File: config.mk
export PLATFORM = sky130hd
export DESIGN_NAME = bezier_path_flattener_flat
export DESIGN_NICKNAME = d
export VERILOG_FILES = /design/src/sv/bpf_pkg.sv /design/src/sv/bpf_item_if.sv /design/src/sv/bpf_vert_if.sv /design/src/sv/bpf_datapath.sv /design/src/sv/bpf_ctrl.sv /design/src/sv/bezier_path_flattener.sv /design/src/flat_wrapper.sv
export SDC_FILE = /design/constraint.sdc
export NUM_CORES = 2
export LEC_CHECK = 0
export BUFFER_PORTS_ARGS = -buffer_cell sky130_fd_sc_hd__buf_4
export CAP_MARGIN = 20
export CORE_ASPECT_RATIO = 0.5
export CORE_UTILIZATION = 23
export DETAILED_ROUTE_END_ITERATION = 16
export SLEW_MARGIN = 5
export SYNTH_ARGS = -nofsm -noshare
export SYNTH_HDL_FRONTEND = slang
export SYNTH_SLANG_ARGS = --single-unit
File: constraint.sdc
create_clock -name clk -period 15.25 [get_ports clk]
set_input_delay 0.7625 -clock clk [delete_from_list [all_inputs] [get_ports clk]]
set_output_delay 0.7625 -clock clk [all_outputs]
set_load 0.05 [all_outputs]
File: src/sv/bpf_pkg.sv
// Shared types and constants for the Bezier path flattener.
// No dependencies; used by every other file of the block.
`default_nettype none

package bpf_pkg;

	typedef enum logic [1:0] {
		CMD_MOVE  = 2'd0,
		CMD_LINE  = 2'd1,
		CMD_QUAD  = 2'd2,
		CMD_CUBIC = 2'd3
	} cmd_t;

	localparam int COORD_W = 16;   // input coordinates, font units
	localparam int FRAC_W  = 8;    // fraction bits of a vertex
	localparam int VERT_W  = 24;   // output vertex coordinate
	localparam int SEG_W   = 7;    // curve_segments register
	localparam int SQ_W    = 13;   // a*a, b*b, a*b, n*n (<= 4096)
	localparam int COEF_W  = 19;   // Bernstein weight, <= n^3 <= 2^18
	localparam int DEN_W   = 19;   // n^2 or n^3
	localparam int PROD_W  = 35;   // weight * coordinate, and their sum
	localparam int MAG_W   = 34;   // magnitude of the weighted sum
	localparam int NUM_W   = 43;   // 2*|sum|*256 + den
	localparam int QUO_W   = 24;   // quotient bits
	localparam int DIV_W   = 20;   // divider remainder, < 2*den
	localparam int CNT_W   = 5;    // divider step counter
	localparam int TERM_W  = 3;    // term counter, counts 0..5

	localparam logic [SEG_W-1:0] MAX_SEGMENTS = 7'd64;
	localparam logic [SEG_W-1:0] SEG_RESET    = 7'd10;

	// Commands from the sequencer to the arithmetic.
	typedef struct packed {
		logic             load_item;   // capture points of an accepted item
		logic             cur_upd;     // current point takes the end point
		logic             coef1;       // squares and products of a, b, n
		logic             coef2;       // four weights and denominator
		logic             mul_en;      // weight * point for the selected term
		logic             acc_en;      // add previous product to the sum
		logic [1:0]       term;        // term select: p0, c1, c2, end
		logic             prep;        // build dividend, load divider
		logic             div_step;    // one restoring divide step
		logic             load_direct; // vertex = end point
		logic             load_quot;   // vertex = rounded quotient
		logic             is_quad;
		logic [SEG_W-1:0] n;
		logic [SEG_W-1:0] i;
	} dp_cmd_t;

endpackage

`default_nettype wire

File: src/sv/bpf_item_if.sv
// Input channel of the path flattener: one path instruction per transaction.
// Depends on bpf_pkg for field widths.
`default_nettype none

interface bpf_item_if;
	logic                                valid;
	logic                                ready;
	logic [1:0]                          cmd;
	logic signed [bpf_pkg::COORD_W-1:0]  end_x;
	logic signed [bpf_pkg::COORD_W-1:0]  end_y;
	logic signed [bpf_pkg::COORD_W-1:0]  ctrl1_x;
	logic signed [bpf_pkg::COORD_W-1:0]  ctrl1_y;
	logic signed [bpf_pkg::COORD_W-1:0]  ctrl2_x;
	logic signed [bpf_pkg::COORD_W-1:0]  ctrl2_y;
	logic                                last_of_shape;

	modport source (output valid, cmd, end_x, end_y, ctrl1_x, ctrl1_y, ctrl2_x, ctrl2_y,
		last_of_shape, input ready);
	modport sink (input valid, cmd, end_x, end_y, ctrl1_x, ctrl1_y, ctrl2_x, ctrl2_y,
		last_of_shape, output ready);
endinterface

`default_nettype wire

File: src/sv/bpf_vert_if.sv
// Output channel of the path flattener: one vertex per transaction.
// Depends on bpf_pkg for field widths.
`default_nettype none

interface bpf_vert_if;
	logic                               valid;
	logic                               ready;
	logic signed [bpf_pkg::VERT_W-1:0]  vert_x;
	logic signed [bpf_pkg::VERT_W-1:0]  vert_y;
	logic                               contour_start;
	logic                               last;

	modport source (output valid, vert_x, vert_y, contour_start, last, input ready);
	modport sink (input valid, vert_x, vert_y, contour_start, last, output ready);
endinterface

`default_nettype wire

File: src/sv/bpf_datapath.sv
// Arithmetic of the path flattener: point registers, Bernstein weights,
// shared multiply-accumulate and a radix-2 rounding divider per axis. Uses bpf_pkg.
`default_nettype none

module bpf_datapath (
	input  logic                               clk,
	input  logic                               arst_n,
	input  bpf_pkg::dp_cmd_t                   cmd,
	input  logic signed [bpf_pkg::COORD_W-1:0] end_x,
	input  logic signed [bpf_pkg::COORD_W-1:0] end_y,
	input  logic signed [bpf_pkg::COORD_W-1:0] ctrl1_x,
	input  logic signed [bpf_pkg::COORD_W-1:0] ctrl1_y,
	input  logic signed [bpf_pkg::COORD_W-1:0] ctrl2_x,
	input  logic signed [bpf_pkg::COORD_W-1:0] ctrl2_y,
	output logic signed [bpf_pkg::VERT_W-1:0]  vert_x,
	output logic signed [bpf_pkg::VERT_W-1:0]  vert_y
);
	import bpf_pkg::*;

	logic signed [COORD_W-1:0] end_w   [2];
	logic signed [COORD_W-1:0] ctrl1_w [2];
	logic signed [COORD_W-1:0] ctrl2_w [2];

	logic signed [COORD_W-1:0] cur_q  [2];
	logic signed [COORD_W-1:0] pt_q   [2][4];
	logic signed [PROD_W-1:0]  prod_q [2];
	logic signed [PROD_W-1:0]  acc_q  [2];
	logic                      neg_q  [2];
	logic [DIV_W-1:0]          rem_q  [2];
	logic [QUO_W-1:0]          nq_q   [2];
	logic signed [VERT_W-1:0]  vert_q [2];

	logic [SQ_W-1:0]   a2_q, b2_q, ab_q, nn_q;
	logic [COEF_W-1:0] k_q [4];
	logic [COEF_W-1:0] k_w [4];
	logic [DEN_W-1:0]  den_q;
	logic [DEN_W-1:0]  den_w;
	logic [SEG_W-1:0]  a_w;
	logic [COEF_W-1:0] a19, b19, a2_19, b2_19, ab19;

	assign end_w   = '{end_x, end_y};
	assign ctrl1_w = '{ctrl1_x, ctrl1_y};
	assign ctrl2_w = '{ctrl2_x, ctrl2_y};

	// sample t = i/n: a = n - i, b = i
	assign a_w   = cmd.n - cmd.i;
	assign a19   = COEF_W'(a_w);
	assign b19   = COEF_W'(cmd.i);
	assign a2_19 = COEF_W'(a2_q);
	assign b2_19 = COEF_W'(b2_q);
	assign ab19  = COEF_W'(ab_q);

	always_comb begin
		if (cmd.is_quad) begin
			k_w[0] = a2_19;
			k_w[1] = ab19 + ab19;
			k_w[2] = '0;
			k_w[3] = b2_19;
			den_w  = DEN_W'(nn_q);
		end else begin
			k_w[0] = a2_19 * a19;
			k_w[1] = COEF_W'(3) * a2_19 * b19;
			k_w[2] = COEF_W'(3) * b2_19 * a19;
			k_w[3] = b2_19 * b19;
			den_w  = DEN_W'(nn_q) * DEN_W'(cmd.n);
		end
	end

	always_ff @(posedge clk) begin
		if (cmd.coef1) begin
			a2_q <= SQ_W'(a_w) * SQ_W'(a_w);
			b2_q <= SQ_W'(cmd.i) * SQ_W'(cmd.i);
			ab_q <= SQ_W'(a_w) * SQ_W'(cmd.i);
			nn_q <= SQ_W'(cmd.n) * SQ_W'(cmd.n);
		end
		if (cmd.coef2) begin
			k_q   <= k_w;
			den_q <= den_w;
		end
	end

	for (genvar g = 0; g < 2; g++) begin : g_axis
		logic signed [PROD_W-1:0] mag_w;
		logic [NUM_W-1:0]         num_w;
		logic [DIV_W:0]           shifted_w;
		logic [DIV_W:0]           diff_w;

		always_comb begin
			mag_w     = acc_q[g][PROD_W-1] ? -acc_q[g] : acc_q[g];
			// 2*|sum|*256 + den: rounds half away from zero after / (2*den)
			num_w     = {mag_w[MAG_W-1:0], (FRAC_W + 1)'(0)} + NUM_W'(den_q);
			shifted_w = {rem_q[g], nq_q[g][QUO_W-1]};
			diff_w    = shifted_w - {1'b0, den_q, 1'b0};
		end

		always_ff @(posedge clk or negedge arst_n) begin
			if (!arst_n) begin
				cur_q[g] <= '0;
			end else if (cmd.cur_upd) begin
				cur_q[g] <= end_w[g];
			end
		end

		always_ff @(posedge clk) begin
			if (cmd.load_item) begin
				pt_q[g][0] <= cur_q[g];
				pt_q[g][1] <= ctrl1_w[g];
				pt_q[g][2] <= ctrl2_w[g];
				pt_q[g][3] <= end_w[g];
			end
			if (cmd.mul_en) begin
				prod_q[g] <= $signed({1'b0, k_q[cmd.term]}) * pt_q[g][cmd.term];
			end
			if (cmd.coef2) begin
				acc_q[g] <= '0;
			end else if (cmd.acc_en) begin
				acc_q[g] <= acc_q[g] + prod_q[g];
			end
			if (cmd.prep) begin
				neg_q[g] <= acc_q[g][PROD_W-1];
				rem_q[g] <= DIV_W'(num_w[NUM_W-1:QUO_W]);
				nq_q[g]  <= num_w[QUO_W-1:0];
			end else if (cmd.div_step) begin
				if (!diff_w[DIV_W]) begin
					rem_q[g] <= diff_w[DIV_W-1:0];
					nq_q[g]  <= {nq_q[g][QUO_W-2:0], 1'b1};
				end else begin
					rem_q[g] <= shifted_w[DIV_W-1:0];
					nq_q[g]  <= {nq_q[g][QUO_W-2:0], 1'b0};
				end
			end
			if (cmd.load_direct) begin
				vert_q[g] <= {pt_q[g][3], FRAC_W'(0)};
			end else if (cmd.load_quot) begin
				vert_q[g] <= neg_q[g] ? -$signed(nq_q[g]) : $signed(nq_q[g]);
			end
		end
	end

	assign vert_x = vert_q[0];
	assign vert_y = vert_q[1];

endmodule

`default_nettype wire

File: src/sv/bpf_ctrl.sv
// Sequencer of the path flattener: handshakes, segment register, contour
// state and per-vertex step control of bpf_datapath. Uses bpf_pkg.
`default_nettype none

module bpf_ctrl (
	input  logic                            clk,
	input  logic                            arst_n,
	input  logic                            in_valid,
	output logic                            in_ready,
	input  logic [1:0]                      in_cmd,
	input  logic                            in_last_of_shape,
	input  logic                            cfg_we,
	input  logic [bpf_pkg::SEG_W-1:0]       cfg_wdata,
	output logic                            out_valid,
	input  logic                            out_ready,
	output logic                            out_contour_start,
	output logic                            out_last,
	output bpf_pkg::dp_cmd_t                dp_cmd
);
	import bpf_pkg::*;

	typedef enum logic [7:0] {
		ST_IDLE   = 8'b0000_0001,
		ST_DIRECT = 8'b0000_0010,
		ST_COEF1  = 8'b0000_0100,
		ST_COEF2  = 8'b0000_1000,
		ST_TERM   = 8'b0001_0000,
		ST_PREP   = 8'b0010_0000,
		ST_DIVIDE = 8'b0100_0000,
		ST_EMIT   = 8'b1000_0000
	} state_t;

	state_t            state_q, state_d;
	logic [SEG_W-1:0]  segs_q, n_sat, n_q, i_q;
	logic [TERM_W-1:0] term_q;
	logic [CNT_W-1:0]  cnt_q;
	logic              open_q, start_q, is_quad_q;
	logic              out_valid_q, out_start_q, out_last_q;
	logic              out_free, accept, take_direct, take_curve;
	cmd_t              cmd_w;

	assign cmd_w    = cmd_t'(in_cmd);
	assign n_sat    = (segs_q > MAX_SEGMENTS) ? MAX_SEGMENTS : segs_q;
	assign in_ready = (state_q == ST_IDLE);
	assign accept   = in_valid && in_ready;
	assign out_free = !out_valid_q || out_ready;

	// Draws outside an open contour, and zero-segment curves, produce nothing.
	always_comb begin
		take_direct = 1'b0;
		take_curve  = 1'b0;
		if (cmd_w == CMD_MOVE) begin
			take_direct = 1'b1;
		end else if (open_q) begin
			if (cmd_w == CMD_LINE || n_sat == SEG_W'(1)) begin
				take_direct = 1'b1;
			end else if (n_sat != '0) begin
				take_curve = 1'b1;
			end
		end
	end

	always_comb begin
		state_d             = state_q;
		dp_cmd              = '0;
		dp_cmd.n            = n_q;
		dp_cmd.i            = i_q;
		dp_cmd.is_quad      = is_quad_q;
		dp_cmd.term         = term_q[1:0];
		case (state_q)
			ST_IDLE: begin
				if (in_valid) begin
					dp_cmd.load_item = 1'b1;
					dp_cmd.cur_upd   = take_direct || take_curve;
					if (take_direct) begin
						state_d = ST_DIRECT;
					end else if (take_curve) begin
						state_d = ST_COEF1;
					end
				end
			end
			ST_DIRECT: begin
				if (out_free) begin
					dp_cmd.load_direct = 1'b1;
					state_d            = ST_IDLE;
				end
			end
			ST_COEF1: begin
				dp_cmd.coef1 = 1'b1;
				state_d      = ST_COEF2;
			end
			ST_COEF2: begin
				dp_cmd.coef2 = 1'b1;
				state_d      = ST_TERM;
			end
			ST_TERM: begin
				// products for terms 0..3, each added to the sum in the following cycle
				dp_cmd.mul_en = !term_q[TERM_W-1];
				dp_cmd.acc_en = (term_q != '0);
				if (term_q[TERM_W-1]) begin
					state_d = ST_PREP;
				end
			end
			ST_PREP: begin
				dp_cmd.prep = 1'b1;
				state_d     = ST_DIVIDE;
			end
			ST_DIVIDE: begin
				dp_cmd.div_step = 1'b1;
				if (cnt_q == CNT_W'(QUO_W - 1)) begin
					state_d = ST_EMIT;
				end
			end
			ST_EMIT: begin
				if (out_free) begin
					dp_cmd.load_quot = 1'b1;
					state_d          = (i_q == n_q) ? ST_IDLE : ST_COEF1;
				end
			end
			default: begin
				state_d = ST_IDLE;
			end
		endcase
	end

	always_ff @(posedge clk or negedge arst_n) begin
		if (!arst_n) begin
			state_q     <= ST_IDLE;
			segs_q      <= SEG_RESET;
			open_q      <= 1'b0;
			out_valid_q <= 1'b0;
			n_q         <= '0;
			i_q         <= '0;
			term_q      <= '0;
			cnt_q       <= '0;
			start_q     <= 1'b0;
			is_quad_q   <= 1'b0;
		end else begin
			state_q <= state_d;
			if (cfg_we) begin
				segs_q <= cfg_wdata;
			end
			if (accept) begin
				open_q    <= in_last_of_shape ? 1'b0 : (open_q || cmd_w == CMD_MOVE);
				n_q       <= n_sat;
				i_q       <= SEG_W'(1);
				start_q   <= (cmd_w == CMD_MOVE);
				is_quad_q <= (cmd_w == CMD_QUAD);
			end else if (dp_cmd.load_quot) begin
				i_q <= i_q + SEG_W'(1);
			end
			if (dp_cmd.coef2) begin
				term_q <= '0;
			end else if (state_q == ST_TERM) begin
				term_q <= term_q + TERM_W'(1);
			end
			if (dp_cmd.prep) begin
				cnt_q <= '0;
			end else if (dp_cmd.div_step) begin
				cnt_q <= cnt_q + CNT_W'(1);
			end
			if (dp_cmd.load_direct || dp_cmd.load_quot) begin
				out_valid_q <= 1'b1;
			end else if (out_ready) begin
				out_valid_q <= 1'b0;
			end
		end
	end

	always_ff @(posedge clk) begin
		if (dp_cmd.load_direct) begin
			out_start_q <= start_q;
			out_last_q  <= 1'b1;
		end else if (dp_cmd.load_quot) begin
			out_start_q <= 1'b0;
			out_last_q  <= (i_q == n_q);
		end
	end

	assign out_valid         = out_valid_q;
	assign out_contour_start = out_start_q;
	assign out_last          = out_last_q;

endmodule

`default_nettype wire

File: src/sv/bezier_path_flattener.sv
// Top level of the Bezier path flattener: joins bpf_ctrl and bpf_datapath
// to the bpf_item_if and bpf_vert_if channels. Uses bpf_pkg.
`default_nettype none

// Flattens glyph path instructions (move, line, quadratic, cubic) into
// vertices in signed 16.8 fixed point. A move, or a line in an open contour,
// takes one transaction in and gives one vertex, its end point, through the
// output register. A curve with n segments gives n vertices at t = i/n, each
// formed in turn by ST_COEF1 and ST_COEF2 for the Bernstein weights, ST_TERM
// for the shared multiply-accumulate over the four terms, ST_PREP to form the
// dividend, ST_DIVIDE for the radix-2 restoring divider that rounds the
// weighted sum by n^2 or n^3, and ST_EMIT to load the output register. The
// next instruction is accepted once the last vertex of a curve sits in the
// output register. curve_segments resets to 10 and saturates at 64; write it
// only while the block is idle.
module bezier_path_flattener (
	input  logic                        clk,
	input  logic                        arst_n,
	bpf_item_if.sink                    instr,
	bpf_vert_if.source                  vertex,
	input  logic                        cfg_we,
	input  logic [bpf_pkg::SEG_W-1:0]   cfg_wdata
);
	import bpf_pkg::*;

	dp_cmd_t dp_cmd;

	bpf_ctrl u_ctrl (
		.clk               (clk),
		.arst_n            (arst_n),
		.in_valid          (instr.valid),
		.in_ready          (instr.ready),
		.in_cmd            (instr.cmd),
		.in_last_of_shape  (instr.last_of_shape),
		.cfg_we            (cfg_we),
		.cfg_wdata         (cfg_wdata),
		.out_valid         (vertex.valid),
		.out_ready         (vertex.ready),
		.out_contour_start (vertex.contour_start),
		.out_last          (vertex.last),
		.dp_cmd            (dp_cmd)
	);

	bpf_datapath u_datapath (
		.clk     (clk),
		.arst_n  (arst_n),
		.cmd     (dp_cmd),
		.end_x   (instr.end_x),
		.end_y   (instr.end_y),
		.ctrl1_x (instr.ctrl1_x),
		.ctrl1_y (instr.ctrl1_y),
		.ctrl2_x (instr.ctrl2_x),
		.ctrl2_y (instr.ctrl2_y),
		.vert_x  (vertex.vert_x),
		.vert_y  (vertex.vert_y)
	);

`ifndef SYNTH
	// sequencer phases never overlap
	a_phase_excl: assert property (@(posedge clk) disable iff (!arst_n)
		$onehot0({dp_cmd.coef1, dp_cmd.coef2, dp_cmd.prep, dp_cmd.div_step,
			dp_cmd.load_direct, dp_cmd.load_quot}))
		else $error("overlapping datapath phases");

	// no new instruction while a division is running
	a_no_accept_div: assert property (@(posedge clk) disable iff (!arst_n)
		dp_cmd.div_step |-> !instr.ready)
		else $error("input ready during divide");

	// a curve sample is a valid vertex that never starts a contour
	a_curve_vertex: assert property (@(posedge clk) disable iff (!arst_n)
		dp_cmd.load_quot |=> vertex.valid && !vertex.contour_start)
		else $error("bad curve vertex");
`endif

endmodule

`default_nettype wire

File: src/flat_wrapper.sv
// flat-port wrapper written by rule: the top's interface ports become plain ports
module bezier_path_flattener_flat import bpf_pkg::*;
  (clk, arst_n, cfg_we, cfg_wdata, instr_valid, instr_cmd, instr_end_x, instr_end_y, instr_ctrl1_x, instr_ctrl1_y, instr_ctrl2_x, instr_ctrl2_y, instr_last_of_shape, instr_ready, vertex_valid, vertex_vert_x, vertex_vert_y, vertex_contour_start, vertex_last, vertex_ready);
  bpf_item_if instr_i ();
  bpf_vert_if vertex_i ();
  input  logic clk;
  input  logic arst_n;
  input  logic cfg_we;
  input  logic [bpf_pkg::SEG_W-1:0] cfg_wdata;
  input wire logic [$bits(instr_i.valid)-1:0] instr_valid;
  input wire logic [$bits(instr_i.cmd)-1:0] instr_cmd;
  input wire logic [$bits(instr_i.end_x)-1:0] instr_end_x;
  input wire logic [$bits(instr_i.end_y)-1:0] instr_end_y;
  input wire logic [$bits(instr_i.ctrl1_x)-1:0] instr_ctrl1_x;
  input wire logic [$bits(instr_i.ctrl1_y)-1:0] instr_ctrl1_y;
  input wire logic [$bits(instr_i.ctrl2_x)-1:0] instr_ctrl2_x;
  input wire logic [$bits(instr_i.ctrl2_y)-1:0] instr_ctrl2_y;
  input wire logic [$bits(instr_i.last_of_shape)-1:0] instr_last_of_shape;
  output wire logic [$bits(instr_i.ready)-1:0] instr_ready;
  output wire logic [$bits(vertex_i.valid)-1:0] vertex_valid;
  output wire logic [$bits(vertex_i.vert_x)-1:0] vertex_vert_x;
  output wire logic [$bits(vertex_i.vert_y)-1:0] vertex_vert_y;
  output wire logic [$bits(vertex_i.contour_start)-1:0] vertex_contour_start;
  output wire logic [$bits(vertex_i.last)-1:0] vertex_last;
  input wire logic [$bits(vertex_i.ready)-1:0] vertex_ready;
  assign instr_i.valid = instr_valid;
  assign instr_i.cmd = instr_cmd;
  assign instr_i.end_x = instr_end_x;
  assign instr_i.end_y = instr_end_y;
  assign instr_i.ctrl1_x = instr_ctrl1_x;
  assign instr_i.ctrl1_y = instr_ctrl1_y;
  assign instr_i.ctrl2_x = instr_ctrl2_x;
  assign instr_i.ctrl2_y = instr_ctrl2_y;
  assign instr_i.last_of_shape = instr_last_of_shape;
  assign instr_ready = instr_i.ready;
  assign vertex_valid = vertex_i.valid;
  assign vertex_vert_x = vertex_i.vert_x;
  assign vertex_vert_y = vertex_i.vert_y;
  assign vertex_contour_start = vertex_i.contour_start;
  assign vertex_last = vertex_i.last;
  assign vertex_i.ready = vertex_ready;
  bezier_path_flattener u_core (.clk(clk), .arst_n(arst_n), .instr(instr_i), .vertex(vertex_i), .cfg_we(cfg_we), .cfg_wdata(cfg_wdata));
endmodule
==> summary.txt <==
STA
  • Finish-stage setup viols: 0
  • Setup_tns: 0 ns
  • Final worst-path cycle share: 0.601
  • Final Max Slew Viols: 0
  • Max frequency: 0.109 GHz
  • Worst slew margin: 0.231
  • Tmin final: 9.17 ns
  • Worst-Margin Slew: 1.15 ns
  • Worst hold margin: 0.0781 ns
  • RSZ-0062 raised after global routing: false
  • Final Hold Vio Count: 0
  • Post-route clock skew: 0.0566 ns

CTS
  • # hold bufs at CTS: 0
  • CTS max path bufs: 3
  • Post-CTS setup buffer count: 0
  • Clk_lat worst skew: 0.73 ns
  • CTS clock-pin slew for the worst setup and hold paths: 0.06 ns
  • CTS Buf Count: 81
  • H-tree depth: 3
  • CTS tree: built
  • Clk sink count: 625
  • Post-CTS Resized: 0
  • CTS Root Cell: clkbuf_16

Min path
  • Hold Crit Class: in2async

Finish
  • Reg area: 18400 um2
  • Multi-input logic area: 48600 um2
  • Final Net Count: 9236
  • Finished Layout Cells: 11.9k
  • Fill count: 33.0k
  • Synthesis-to-finish area growth: 12.5%
  • Fin area: 81200 um2
  • Ratio of cells with drive above 1 in the final layout: 0.0764

Critical path
  • CP Data Required Time: 15.71 ns
  • CP Capture Type: flop
  • Crit Path Max Fanout: 50
  • Worst Setup SP: u_core.u_ctrl.term_q[1]
  • R2R cell count: 24
  • Worst R2R End: u_core.u_datapath.prod_q[0][31]
  • Critical Path End: u_core.u_datapath.prod_q[0][31]
  • Reg2reg start: u_core.u_ctrl.term_q[1]
  • Internal reg-to-reg setup slack: 6.08 ns
  • Setup crit start kind: flop
  • Crit Path Category: reg2reg
  • Worst EP arrival: 9.63 ns

Synthesis
  • Mean Syn Cell Area: 9.53 um2
  • Top_reg_cell synth: edfxtp_1
  • Yosys reg bits: 625
  • Netlist cell types: 98
  • Count leader, synth: inv_1
  • Synth warn: 0
  • Synth top area cells: edfxtp_1, fa_1, ha_1
  • Gate Count Post-Synth: 7581
  • Net Count, Synth: 9178
  • Sequential-to-total area share from yosys stat: 0.255
  • Post-synth top cells: inv_1, nand2_1, fa_1, ha_1, edfxtp_1
  • Leading area contributor after synthesis: edfxtp_1
  • Number of synthesized flops with an enable pin: 551
  • Top cell type's share of synthesized area: 0.229
  • Synthesized area: 72200 um2
  • Asr flop ratio synth: 0.117

Status
  • Status: finished, final reports clean

Global routing
  • Via count of the first global-routing pass: 55.7k
  • Antenna violations before repair: 9
  • Total track usage: 0.128
  • Grt total ovfl: 0
  • First-pass GRT wire length: 320000 um
  • Largest net degree at the start of global routing: 91

Floorplan
  • Height of the die: 398 um
  • Width of the chip: 794 um
  • Row Count: 145
  • Core area: 312000 um2
  • Boundary pin count: 163
  • Starting Density: 0.231
  • Die area: 316000 um2

Routing
  • Remaining antenna violation count after routing: 0
  • DRT Wirelength: 205000 um
  • DR vias/cell: 4.54
  • WL/cell: 17.2 um
  • Starting DRT DRC Count: 3624
  • Routed vias: 54.0k
  • Drt pass-1 iters: 5
  • DRC Markers: 0

Placement
  • Port Buf Inserts: 162
  • Post-DP Area: 78500 um2
  • Placed cells: 11.7k
  • Post-detail-place hpwl: 160000 um
  • GPL Wtd Cong: 0.909

Run
  • Max Cap Violations: 0
[cell families (layout without fill, tap and decap cells)]
kind of cell             Yosys count  count (layout)  synth area share
other                              0               4                 0
AND/OR/NAND/NOR                 2332            2332             0.147
adder cells (fa/ha/maj)         1486            1486             0.342
buffers and inverters           1413            1538            0.0736
flip-flops                       625             625             0.255
multiplexers                     182             182            0.0298
AO/OA/AOI/OAI                   1085            1085            0.0967
XOR/XNOR                         458             458            0.0559
[stage by stage]
stage,util,setup slack [ns]
finish,0.260,6.08
global route,0.260,5.51
CTS,0.260,6.10
detailed placement,0.251,6.11
global placement,0.251,6.21
floorplan,-,4.70
[state kept, by name (all words and copies together), names as in the netlist, 32 cells and up]
name,cells
u_core.u_datapath.pt_q,128
u_core.u_datapath.k_q,76
u_core.u_datapath.acc_q,70
u_core.u_datapath.prod_q,70
u_core.u_datapath.nq_q,48
u_core.u_datapath.vert_q,48
u_core.u_datapath.rem_q,40
u_core.u_datapath.cur_q,32
[layer usage]
| metal | GRT usage | part of all wire |
|---|---|---|
| met5 | 0 | 0 |
| met4 | 0.0554 | 0.048 |
| met3 | 0.0151 | 0.052 |
| met2 | 0.227 | 0.49 |
| met1 | 0.158 | 0.41 |
[cell usage in the layout, fill, tap and decap left out, drive strengths merged, types with 28 or more instances in the layout]
cell / n
nand2b: 61
o41ai: 30
and2: 227
xor2: 180
edfxtp: 551
clkinv: 31
a211oi: 45
nor4: 29
buf: 267
mux2i: 72
o21bai: 46
nand2: 1033
nor3b: 28
mux2: 94
a21oi: 266
xnor2: 276
dfrtp: 70
inv: 1124
nor2b: 57
nor3: 112
clkbuf: 108
o21a: 82
a21o: 100
or3: 44
a31oi: 30
nand3: 69
nor2: 550
o21ai: 295
ha: 672
or2: 28
fa: 814
o31ai: 44
[cell type report]
| type | instances | area share |
|---|---|---|
| well taps | 4189 | 0.0645 |
| repair buffers | 267 | 0.0248 |
| inverters | 1121 | 0.0518 |
| multi-input cells | 5543 | 0.599 |
| diodes | 4 | 0.000123 |
| flip-flops and latches | 625 | 0.227 |
| clock buffers | 108 | 0.0273 |
| clock inverters | 42 | 0.00622 |
[worst min path at each step]
stage | from | to
floorplan | u_core.u_datapath.cur_q[16] | u_core.u_datapath.pt_q[0][48]
global placement | u_core.u_datapath.cur_q[4] | u_core.u_datapath.pt_q[1][52]
detailed placement | u_core.u_datapath.cur_q[21] | u_core.u_datapath.pt_q[0][53]
CTS | arst_n | u_core.u_datapath.cur_q[27]
global route | arst_n | u_core.u_datapath.cur_q[19]
finish | arst_n | u_core.u_datapath.cur_q[26]
[critical path, stage by stage, from the launching register on]
cell and delay [ns]:
dfrtp_4 0.89, buf_4 0.73, mux2_2 0.43, o21ai_1 0.60
nor2_1 0.17, fa_1 0.58, inv_1 0.05, fa_1 0.48
fa_1 0.53, inv_1 0.06, fa_1 0.52, fa_1 0.51
inv_1 0.05, fa_1 0.47, inv_1 0.04, ha_1 0.34
a21o_1 0.18, a21o_1 0.17, a2111oi_0 0.49, o21ai_0 0.16
o21ai_0 0.41, o211ai_1 0.22, o41ai_1 0.48, o21bai_1 0.14
xor2_1 0.16
Power is left out: the tool's default activity adds up to more than one toggle a clock period on the data nets, which glitch-free logic cannot reach.
